===== src/rtl/core/nsit_pkg.sv =====
// Types and constants of the sorted insertion table.
package nsit_pkg;

  // Table size and field widths.
  localparam int ENTRIES     = 10;
  localparam int SCORE_W     = 16;
  localparam int TAG_W       = 24;
  localparam int INDEX_W     = 8;
  localparam int POS_W       = 6;

  // An empty slot shows three dashes and a zero score.
  localparam logic [7:0]       DASH_CHAR = 8'h2D;
  localparam logic [TAG_W-1:0] DASH_TAG  = {DASH_CHAR, DASH_CHAR, DASH_CHAR};

  // Command codes.
  typedef enum logic [0:0] {
    CMD_SUBMIT = 1'b0,
    CMD_READ   = 1'b1
  } cmd_e;

  // What one cell hands to the cell below it.
  typedef struct packed {
    logic               ge;
    logic [SCORE_W-1:0] score;
    logic [TAG_W-1:0]   tag;
  } cell_link_t;

endpackage


===== src/rtl/core/nsit_cell.sv =====
// One slot of the sorted table: holds an entry, compares, and shifts.
module nsit_cell (
  input  logic                      clk_i,
  input  logic                      rst_ni,
  input  logic                      submit_i,
  input  logic [nsit_pkg::SCORE_W-1:0] new_score_i,
  input  logic [nsit_pkg::TAG_W-1:0]   new_tag_i,
  input  nsit_pkg::cell_link_t      prev_i,
  output nsit_pkg::cell_link_t      link_o
);

  logic [nsit_pkg::SCORE_W-1:0] score_q, score_d;
  logic [nsit_pkg::TAG_W-1:0]   tag_q, tag_d;
  logic                         ge;

  // The new score equals or beats this slot's score.
  assign ge = (new_score_i >= score_q);

  // A qualifying slot takes the entry from above if that one also
  // qualified, otherwise it is the insertion point and takes the new entry.
  always_comb begin
    score_d = score_q;
    tag_d   = tag_q;
    if (submit_i && ge) begin
      if (prev_i.ge) begin
        score_d = prev_i.score;
        tag_d   = prev_i.tag;
      end else begin
        score_d = new_score_i;
        tag_d   = new_tag_i;
      end
    end
  end

  always_ff @(posedge clk_i or negedge rst_ni) begin
    if (!rst_ni) begin
      score_q <= '0;
      tag_q   <= nsit_pkg::DASH_TAG;
    end else begin
      score_q <= score_d;
      tag_q   <= tag_d;
    end
  end

  assign link_o.ge    = ge;
  assign link_o.score = score_q;
  assign link_o.tag   = tag_q;

endmodule


===== src/rtl/core/top_n_sorted_insert_table_top.sv =====
// Top level of the sorted insertion table: a chain of slot cells.
//
// Usage: raise start with command_i, tag_chars_i, score_i and index_i; the
// transaction is taken at the rising edge where start is high and busy is
// low. busy stays low, so a new transaction may be given in every cycle.
// A submit inserts the entry above the first slot whose score it equals
// or beats; the lower entries move down one slot and the last one drops.
// A read returns the entry at index_i, or dashes and zero out of range.
// Every result also reports whether the score would qualify against the
// last slot as it stood before the transaction.
// The result appears with done_o in the cycle after acceptance; it is
// shown for exactly one cycle, and the receiver cannot stall it.
// Throughput: one transaction per cycle, since every cell compares and
// shifts in the same cycle. Reset empties the table at once: all scores
// zero, all tags three dashes; no result is pending after reset.
module top_n_sorted_insert_table_top (
  input  logic                         clk_i,
  input  logic                         rst_ni,
  input  logic                         start,
  output logic                         busy,
  input  logic                         command_i,
  input  logic [nsit_pkg::TAG_W-1:0]   tag_chars_i,
  input  logic [nsit_pkg::SCORE_W-1:0] score_i,
  input  logic [nsit_pkg::INDEX_W-1:0] index_i,
  output logic                         done_o,
  output logic                         inserted_o,
  output logic [nsit_pkg::POS_W-1:0]   insert_position_o,
  output logic                         qualifies_o,
  output logic [nsit_pkg::TAG_W-1:0]   read_tag_o,
  output logic [nsit_pkg::SCORE_W-1:0] read_score_o
);

  nsit_pkg::cell_link_t link [nsit_pkg::ENTRIES];
  nsit_pkg::cell_link_t top_link;
  logic                 accept;
  logic                 submit;
  logic                 is_read;

  logic                         done_q;
  logic                         inserted_q, inserted_d;
  logic [nsit_pkg::POS_W-1:0]   pos_q, pos_d;
  logic                         qual_q, qual_d;
  logic [nsit_pkg::TAG_W-1:0]   rtag_q, rtag_d;
  logic [nsit_pkg::SCORE_W-1:0] rscore_q, rscore_d;

  // The chain completes a transaction without stalling.
  assign busy    = 1'b0;
  assign accept  = start && !busy;
  assign is_read = (command_i == nsit_pkg::CMD_READ);
  assign submit  = accept && !is_read;

  // Above the first cell nothing qualifies.
  assign top_link = '{ge: 1'b0, score: '0, tag: nsit_pkg::DASH_TAG};

  // Row of slot cells, best entry in cell 0.
  for (genvar i = 0; i < nsit_pkg::ENTRIES; i++) begin : g_cell
    nsit_cell u_cell (
      .clk_i      (clk_i),
      .rst_ni     (rst_ni),
      .submit_i   (submit),
      .new_score_i(score_i),
      .new_tag_i  (tag_chars_i),
      .prev_i     ((i == 0) ? top_link : link[(i == 0) ? 0 : i - 1]),
      .link_o     (link[i])
    );
  end

  // Result fields. The table is sorted, so qualifying slots form a tail;
  // the last cell qualifying means the score qualifies at all.
  always_comb begin
    qual_d     = link[nsit_pkg::ENTRIES-1].ge;
    inserted_d = 1'b0;
    pos_d      = '0;
    rtag_d     = '0;
    rscore_d   = '0;
    if (is_read) begin
      rtag_d = nsit_pkg::DASH_TAG;
      for (int i = 0; i < nsit_pkg::ENTRIES; i++) begin
        if (index_i == nsit_pkg::INDEX_W'(i)) begin
          rtag_d   = link[i].tag;
          rscore_d = link[i].score;
        end
      end
    end else begin
      inserted_d = qual_d;
      // The insertion point is the one cell that qualifies below one that does not.
      for (int i = 0; i < nsit_pkg::ENTRIES; i++) begin
        if (link[i].ge && ((i == 0) || !link[(i == 0) ? 0 : i - 1].ge)) begin
          pos_d = pos_d | nsit_pkg::POS_W'(i);
        end
      end
    end
  end

  // Result strobe.
  always_ff @(posedge clk_i or negedge rst_ni) begin
    if (!rst_ni) begin
      done_q <= 1'b0;
    end else begin
      done_q <= accept;
    end
  end

  // Result payload, captured on acceptance.
  always_ff @(posedge clk_i) begin
    if (accept) begin
      inserted_q <= inserted_d;
      pos_q      <= pos_d;
      qual_q     <= qual_d;
      rtag_q     <= rtag_d;
      rscore_q   <= rscore_d;
    end
  end

  assign done_o            = done_q;
  assign inserted_o        = inserted_q;
  assign insert_position_o = pos_q;
  assign qualifies_o       = qual_q;
  assign read_tag_o        = rtag_q;
  assign read_score_o      = rscore_q;

endmodule


===== config.mk =====
export PLATFORM = sky130hd
export DESIGN_NAME = top_n_sorted_insert_table_top
export DESIGN_NICKNAME = d
export VERILOG_FILES = /design/src/rtl/core/nsit_pkg.sv /design/src/rtl/core/nsit_cell.sv /design/src/rtl/core/top_n_sorted_insert_table_top.sv
export SDC_FILE = /design/constraint.sdc
export NUM_CORES = 1
export LEC_CHECK = 0
export BUFFER_PORTS_ARGS = -buffer_cell sky130_fd_sc_hd__buf_2
export CORE_MARGIN = 8
export CORE_UTILIZATION = 40
export CTS_CLUSTER_DIAMETER = 80
export DETAILED_ROUTE_END_ITERATION = 16
export GPL_ROUTABILITY_DRIVEN = 1
export PLACE_DENSITY = 0.63
export SYNTH_ARGS = -nofsm -noshare
export SYNTH_HDL_FRONTEND = slang
export SYNTH_SLANG_ARGS = --single-unit

===== constraint.sdc =====
create_clock -name clk_i -period 3.33 [get_ports clk_i]
set_input_delay 0.8325 -clock clk_i [delete_from_list [all_inputs] [get_ports clk_i]]
set_output_delay 0.8325 -clock clk_i [all_outputs]
set_load 0.01 [all_outputs]

After elaboration in Yosys (flattened, before gate mapping)
Index checks and enable logic that the tools add are counted.
W data, S select, Z words.
- magnitude comparators: 10
- equal/unequal tests: 9
- multiplexer cells: 47
- reductions and logical operators: 31
- operators with widths (cell ; number):
    $mux W24 ; 19
    $mux W16 ; 19
    $ge A16 B16 Y1 ; 10
    $eq A8 B3 Y1 const B ; 4
    $logic_and A1 B1 Y1 ; 20
    $eq A8 B2 Y1 const B ; 2
    $eq A8 B4 Y1 const B ; 2
    $mux W3 ; 4
    $logic_not A1 Y1 ; 10
    $eq A8 B1 Y1 const B ; 1
    $logic_not A8 Y1 ; 1
    $mux W4 ; 2
    $mux W2 ; 2
    $mux W1 ; 1
- flip-flop bits (word level): 449
- input port bits: 52
- output and inout port bits: 50
- word-level logic and storage cells: 123

Depth between registers and ports, before layout
Gate-level depths: netlist (run 1).
- word-level depth: 12
- gate-level depth with buffers: 12
- mapped depth without buffers: 9

Cells and area by module
From an unflattened synthesis (run 1), not the netlist that was laid out.
- cells, all modules: 2508
- area total of the unflattened synthesis: 30406.7 um2
- by module, submodules not included (module ; times used ; cells each ; area an instance (um2) ; seq. area each (um2)):
    nsit_cell (g_cell[0].u_cell ...) ; 9 ; 188 ; 2501.1 ; 1016.0
    top_n_sorted_insert_table_top ; 1 ; 626 ; 5431.5 ; 1406.3
    nsit_cell (g_cell[9].u_cell) ; 1 ; 190 ; 2464.9 ; 1016.0

Worst setup path before layout (run 1)
No wires, ideal clock.
- path kind: in2reg
- start: in score_i[0] in the netlist's numbering
- end: reg pos_q, in the netlist insert_position_o[1], data pin
- library setup time: 270 ps
- data arrival time: 2626 ps
- data required time: 3060 ps
- setup slack: 434 ps
- stages on the path: 11
- buffers on the path: 2
- cells stage by stage: inv_1 > ha_1 > nand2b_1 > a31oi_1 > o21ai_0 > a31oi_2 > buf_4 > buf_6 > nand2_1 > o21ai_0 > a31oi_1
- longest elaborated chain between the ends: 11
- elaborated cells on any way between the ends: 22
- classes of those cells: order compare (6); mux (8); reduce/logical (8)
- ends and longest elaborated chain (what ; RTL line ; source):
    from (decl) ; top_n_sorted_insert_table_top.sv:23 ; input logic [nsit_pkg::SCORE_W-1:0] score_i,
    $ge A16 B16 Y1 ; nsit_cell.sv:17 ; assign ge = (new_score_i >= score_q);
    $logic_not A1 Y1 ; top_n_sorted_insert_table_top.sv:88 ; if (link[i].ge && ((i == 0) || !link[(i == 0) ? 0 : i - 1].ge)) begin
    $logic_and A1 B1 Y1 ; top_n_sorted_insert_table_top.sv:88 ;
    $mux W2 (2 in series) ; top_n_sorted_insert_table_top.sv:88 ;
    $mux W3 (3 in series) ; top_n_sorted_insert_table_top.sv:88 ;
    $mux W3 * ; top_n_sorted_insert_table_top.sv:88 ;
    $mux W4 * (2 in series) ; top_n_sorted_insert_table_top.sv:88 ;
    to (signal assigned) ; top_n_sorted_insert_table_top.sv:108 ; pos_q <= pos_d;
    to (decl) ; top_n_sorted_insert_table_top.sv:41 ; logic [nsit_pkg::POS_W-1:0] pos_q, pos_d;
Every way passes the cells marked *; elsewhere a longest branch is shown, timed or not.
A chain may end at the register's enable or synchronous reset.

Final worst setup path (run 1)
- start: in score_i[9] in the netlist's numbering
- end: reg g_cell[7].u_cell.tag_q[14] in the netlist's numbering
- longest elaborated chain between the ends: 2
- elaborated cells on any way between the ends: 4
- classes of those cells: order compare (2); mux (1); reduce/logical (1)
- ends and longest elaborated chain (what ; RTL line ; source):
    $ge A16 B16 Y1 ; nsit_cell.sv:17 ;
    $mux W24 / $logic_and A1 B1 Y1 (equally long branches) ; nsit_cell.sv:25, nsit_cell.sv:24 ;
    to (signal assigned) ; nsit_cell.sv:38 ; tag_q <= nsit_pkg::DASH_TAG;
    to (signal assigned) ; nsit_cell.sv:41 ; tag_q <= tag_d;
    to (decl) ; nsit_cell.sv:13 ; logic [nsit_pkg::TAG_W-1:0] tag_q, tag_d;
Parallel ways exist; a longest one is shown, timed or not.

==> flow_summary.json, run 1 <==
{
  "status": "completed",
  "clkTransAtPathRegs_ns": 0.06,
  "antenna_found_initial": 9,
  "clock_skew_ns": 0.0246,
  "cts_setup_buffers": 0,
  "setup_viol": 0,
  "slew-limit-headroom_pct": 48.4,
  "final_cell_mix": "420 x o21ai_0, 352 x nand2_1, 336 x mux2i_1",
  "grt_pass1_vias": 22100,
  "start_util_pct": 40.3,
  "grt_pass1_wl_um": 130000,
  "root_buffer": "clkbuf_16",
  "core_region_area_um2": 67000,
  "cts_tree": "built",
  "critical_path_arrival_ns": 3.54,
  "final_common_cell": "o21ai_0",
  "hold_viol": 0,
  "critPathMaxStageDelay_ns": 0.54,
  "syn_area_per_cell_um2": 9.74,
  "wl_um": 82900,
  "ioPinCount": 102,
  "drive_gt1_share_pct": 19.8,
  "gp_congestion": 0.867,
  "clk_path_buf_depth": 3,
  "grt_max_degree": 74,
  "crit_buf_inv": 2,
  "die_x_um": 276,
  "cp-start-kind": "input pin",
  "synth_edf_count": 46,
  "die_area_um2": 76000,
  "cp_slowest_cell": "a2111oi_1",
  "yosysTopAreaCellShare_pct": 26.1,
  "pwr_density_cell_nw_per_um2": 881,
  "dp_hpwl_um": 60000,
  "vias": 21800,
  "cts_buffers": 48,
  "drv_slew": 0,
  "path_cells": "buf_2, ha_1, a21oi_1, o21ai_0, a2111oi_1, o21a_2, buf_12, mux2i_1, o21ai_0",
  "post_cts_resized": 0,
  "crit_fanout": 21,
  "period_share_pct": 92.5,
  "globalRouteOverflowTotal": 0,
  "ctsHtreeMaxLevel": 2,
  "postCtsHoldBufs": 0,
  "synth.distinct_cells": 71,
  "cp-end-kind": "flop",
  "synthesis.instances": 2770,
  "die_h_um": 276,
  "synthFlopType": "dfrtp_1",
  "drv_cap": 0,
  "critPathKind": "in2reg",
  "dr.pass1.iters": 5,
  "p_leak_nw": 14.0,
  "synth_top_cell_by_area": "dfrtp_1",
  "syn_area_um2": 27000,
  "required_ns": 3.79,
  "syn2layout_area_growth_pct": 14.2,
  "yosysWarnings": 0,
  "rsz0062_at_grt": "false",
  "clock_latency_ns": 0.60,
  "fillers": 6268,
  "worstMarginPinSlew_ns": 0.773,
  "post-route-min-period_ns": 3.08,
  "instances_no_fill": 3775,
  "synth_seq_cells": 447,
  "io_buffers": 98,
  "crit_top_cell": "o21ai_0",
  "cpLargestDelayFamily": "compound AO/OA/AOI/OAI gates",
  "wl_per_cell_um": 22.0,
  "numClockSinks": 447,
  "fmax_mhz": 325,
  "dp.cells": 3682,
  "drt-initial-drc-count": 1669,
  "synth_seq_area_share_pct": 42.9,
  "postLayoutCoreUtil_pct": 46.0,
  "synthArstFlopShare_pct": 89.7,
  "ant_nets": 0,
  "viasPerCell": 5.77,
  "finalNetCount": 3071,
  "drc_errors": 0,
  "vdd_drop_max_uv": 484,
  "grt_use_total_pct": 21.7,
  "ys_top_cells_by_area": "dfrtp_1 26%, mux2i_1 12%, dfstp_2 12%, o21ai_0 7.8%, ha_1 7.4%",
  "rows": 95,
  "hold_path_class": "in2async"
}
==> cell usage after synthesis (14+ instances only) <==
library cell	number
mux2i_1	336
buf_2	78
a22oi_1	27
clkbuf_1	119
a21o_1	19
o21ai_1	15
a21oi_1	178
o221ai_1	22
o21ai_0	421
ha_1	160
inv_1	162
edfxtp_1	46
nor2_1	64
o22ai_1	29
buf_4	16
nand2_1	357
mux2_2	50
a211oi_1	14
dfrtp_1	281
nand2b_1	21
mux4_2	34
dfstp_2	120
==> registers in the layout, indices dropped and copies added, names as in the netlist <==
name,count
insert_position_o,4
read_score_o,16
done_o,1
inserted_o,1
read_tag_o,24
g_cell.u_cell.tag_q,240
qualifies_o,1
g_cell.u_cell.score_q,160
==> worst paths after layout <==
kind                                                    from  slack, ns  cells after the start                           to
worst max-delay path                              score_i[9]       0.25                      9   g_cell[7].u_cell.tag_q[14]
worst min-delay path                                  rst_ni       0.20                      1  g_cell[2].u_cell.score_q[0]
worst max register to register  g_cell[6].u_cell.score_q[11]       0.35                      9   g_cell[7].u_cell.tag_q[14]
worst min register to register    g_cell[9].u_cell.tag_q[10]       0.48                      2   g_cell[9].u_cell.tag_q[10]
max in group asynchronous                             rst_ni       2.26                      2    g_cell[1].u_cell.tag_q[0]
min in group clk_i                g_cell[9].u_cell.tag_q[10]       0.48                      2   g_cell[9].u_cell.tag_q[10]
==> power breakdown <==
group / switching, mW / leakage (nW) / internal (mW)
Sequential: 2.06 / 5.22 / 8.37
Clock: 2.31 / 0.747 / 2.84
Combinational: 6.33 / 7.99 / 5.24
Total: 10.7 / 14.0 / 16.5
==> final cells by class <==
cell class / instances / area [um2] / area share, %
multi-input combinational: 1934 / 13800 / 44.8
antenna: 4 / 10.0 / 0.0325
clock buffer: 65 / 1350 / 4.36
timing repair buffer: 265 / 2230 / 7.25
clock inverter: 24 / 141 / 0.459
tap: 873 / 1090 / 3.54
inverter: 163 / 612 / 1.98
sequential: 447 / 11600 / 37.5
==> kinds of logic after synthesis <==
family                     Yosys count  share of synthesized area [%]
AOI/OAI and AO/OA                  831                           17.8
adders and majority gates          160                           7.42
DFF                                447                           42.9
and+or+nand+nor                    517                           8.15
other                                1                         0.0139
muxes                              423                           17.5
buffers and inverters              391                           6.25
==> routing by layer <==
layer / global-route usage (%) / vias to the layer above / part of all wire, %
met5: 0 / - / 0.065
met4: 6.33 / 8 / 2.7
li1: - / 10100 / -
met1: 30.1 / 10800 / 45
met2: 34.3 / 748 / 45
met3: 4.33 / 173 / 7.1
==> metrics by stage <==
| stage | hold slack, ns | setup TNS, ns | worst slack [ns] | total power [mW] | cell area, um2 |
|---|---|---|---|---|---|
| 2_1_floorplan | 0.450 | 0 | 0.434 | 18.1 | 27000 |
| 3_3_place_gp | 0.461 | -10.94 | -0.233 | 21.4 | 29300 |
| 3_5_place_dp | 0.470 | -15.24 | -0.285 | 21.9 | 29300 |
| 4_1_cts | 0.204 | 0 | 0.237 | 27.2 | 30800 |
| 5_1_grt | 0.228 | 0 | 0.0565 | 29.1 | 30800 |
| 6_report | 0.201 | 0 | 0.251 | 27.2 | 30800 |
Note: power is estimated with default switching activity, not from simulation.
==> run 2, diff against run 1 <==
Settings changed: PLACE_DENSITY 0.63 to 0.58.
==> flow_summary.json, run 2 (synthesis gave the netlist of run 1 again) <==
{
  "drc_errors": 0,
  "top_register": "g_cell.u_cell.tag_q",
  "instances_no_fill": 3798,
  "status": "completed",
  "cpLargestDelayFamily": "compound AO/OA/AOI/OAI gates",
  "post-route-min-period_ns": 3.01,
  "cp_slowest_cell": "o211ai_1",
  "critical_path_arrival_ns": 3.37,
  "postCtsHoldBufs": 0,
  "root_buffer": "clkbuf_16",
  "final_cell_mix": "420 x o21ai_0, 352 x nand2_1, 336 x mux2i_1",
  "dpl_worst_slack_ns": -0.223,
  "rsz0062_at_grt": "false",
  "grt_pass1_vias": 21800,
  "drv_slew": 0,
  "period_share_pct": 90.5,
  "dpl-instance-area_um2": 29600,
  "io_buffers": 98,
  "wl_um": 84600,
  "vias": 21700,
  "vdd_drop_max_uv": 434,
  "die_area_um2": 76000,
  "syn2layout_area_growth_pct": 15.8,
  "setup_ws_ns": 0.315,
  "critPathKind": "in2reg",
  "fin_setup_tns_ns": 0,
  "rows": 95,
  "crit_fanout": 14,
  "start_util_pct": 40.3,
  "path_cells": "buf_2, ha_1, nand4_1, nor3_1, o221ai_1, o211ai_1, buf_4, nand2b_1, a31oi_1",
  "clock_skew_ns": 0.0199,
  "grt_max_degree": 72,
  "p_leak_nw": 14.2,
  "postLayoutCoreUtil_pct": 46.6,
  "reg2reg_to": "insert_position_o[1]",
  "cts_tree": "built",
  "worstMarginPinSlew_ns": 0.737,
  "dp_hpwl_um": 60900,
  "die_x_um": 276,
  "grt_pass1_wl_um": 132000,
  "final_common_cell": "o21ai_0",
  "clkTransAtPathRegs_ns": 0.06,
  "grt_use_total_pct": 22.1,
  "final_area_um2": 31200,
  "largest_reg_flops": 240,
  "ioPinCount": 102,
  "setup_viol": 0,
  "critPathMaxStageDelay_ns": 0.50,
  "ctsHtreeMaxLevel": 2,
  "hold_viol": 0,
  "post_cts_resized": 0,
  "drv_cap": 0,
  "die_h_um": 276,
  "rr_worst_depth": 9,
  "cp-end-kind": "flop",
  "drt-initial-drc-count": 1803,
  "ant_nets": 0,
  "finalNetCount": 3092,
  "viasPerCell": 5.71,
  "cp-start-kind": "input pin",
  "numClockSinks": 447,
  "dp.cells": 3702,
  "dr.pass1.iters": 6,
  "clock_latency_ns": 0.60,
  "cts_buffers": 49,
  "cts_setup_buffers": 0,
  "crit_buf_inv": 2,
  "required_ns": 3.68,
  "pwr_density_cell_nw_per_um2": 894,
  "wl_per_cell_um": 22.3,
  "drive_gt1_share_pct": 20.2,
  "clk_path_buf_depth": 3,
  "core_region_area_um2": 67000,
  "fmax_mhz": 332,
  "reg2reg_from": "g_cell[2].u_cell.score_q[13]",
  "globalRouteOverflowTotal": 0,
  "gp_congestion": 0.869,
  "reg2reg_slack_ns": 0.39,
  "hold_path_class": "in2async",
  "antenna_found_initial": 9,
  "slew-limit-headroom_pct": 50.9
}
==> run 2: area by class of cell <==
| type | instances | area [um2] |
|---|---|---|
| clock inverter | 22 | 315 |
| clock buffer | 67 | 1330 |
| inverter | 163 | 612 |
| timing repair buffer | 285 | 2480 |
| multi-input combinational | 1934 | 13800 |
| antenna | 7 | 17.5 |
| fill | 6284 | 35800 |
| tap | 873 | 1090 |
| sequential | 447 | 11600 |
==> run 2: how the worst max path moves through the flow <==
stage	cells after the start	slack, ns	to	from
after floorplan	11	0.43	insert_position_o[1]	score_i[0]
after global placement	9	-0.19	g_cell[3].u_cell.score_q[10]	score_i[13]
after detailed placement	10	-0.22	g_cell[3].u_cell.score_q[10]	score_i[8]
after CTS	10	0.42	g_cell[3].u_cell.tag_q[20]	score_i[8]
after global routing	9	0.16	g_cell[3].u_cell.tag_q[12]	score_i[13]
final	9	0.32	insert_position_o[1]	score_i[13]
==> run 2: layer usage <==
layer | track usage (%) | share of wire, % | vias to the layer above
li1 | - | - | 10100
met1 | 31.8 | 47 | 10800
met2 | 34.2 | 44 | 655
met3 | 4.27 | 6.6 | 120
met4 | 5.52 | 2.2 | 4
met5 | 0 | 0.037 | -
==> run 2: stage by stage <==
stage / hold slack [ns] / power, mW
after floorplan: 0.450 / 18.1
after global placement: 0.462 / 21.7
after detailed placement: 0.473 / 22.1
after CTS: 0.242 / 28.0
after global routing: 0.262 / 29.9
final: 0.242 / 27.9
==> run 2: where the power goes <==
group          internal (mW)  switching [mW]
logic                   5.41            6.36
clock network           3.42            2.33
registers               8.37            2.06
total                   17.2            10.7
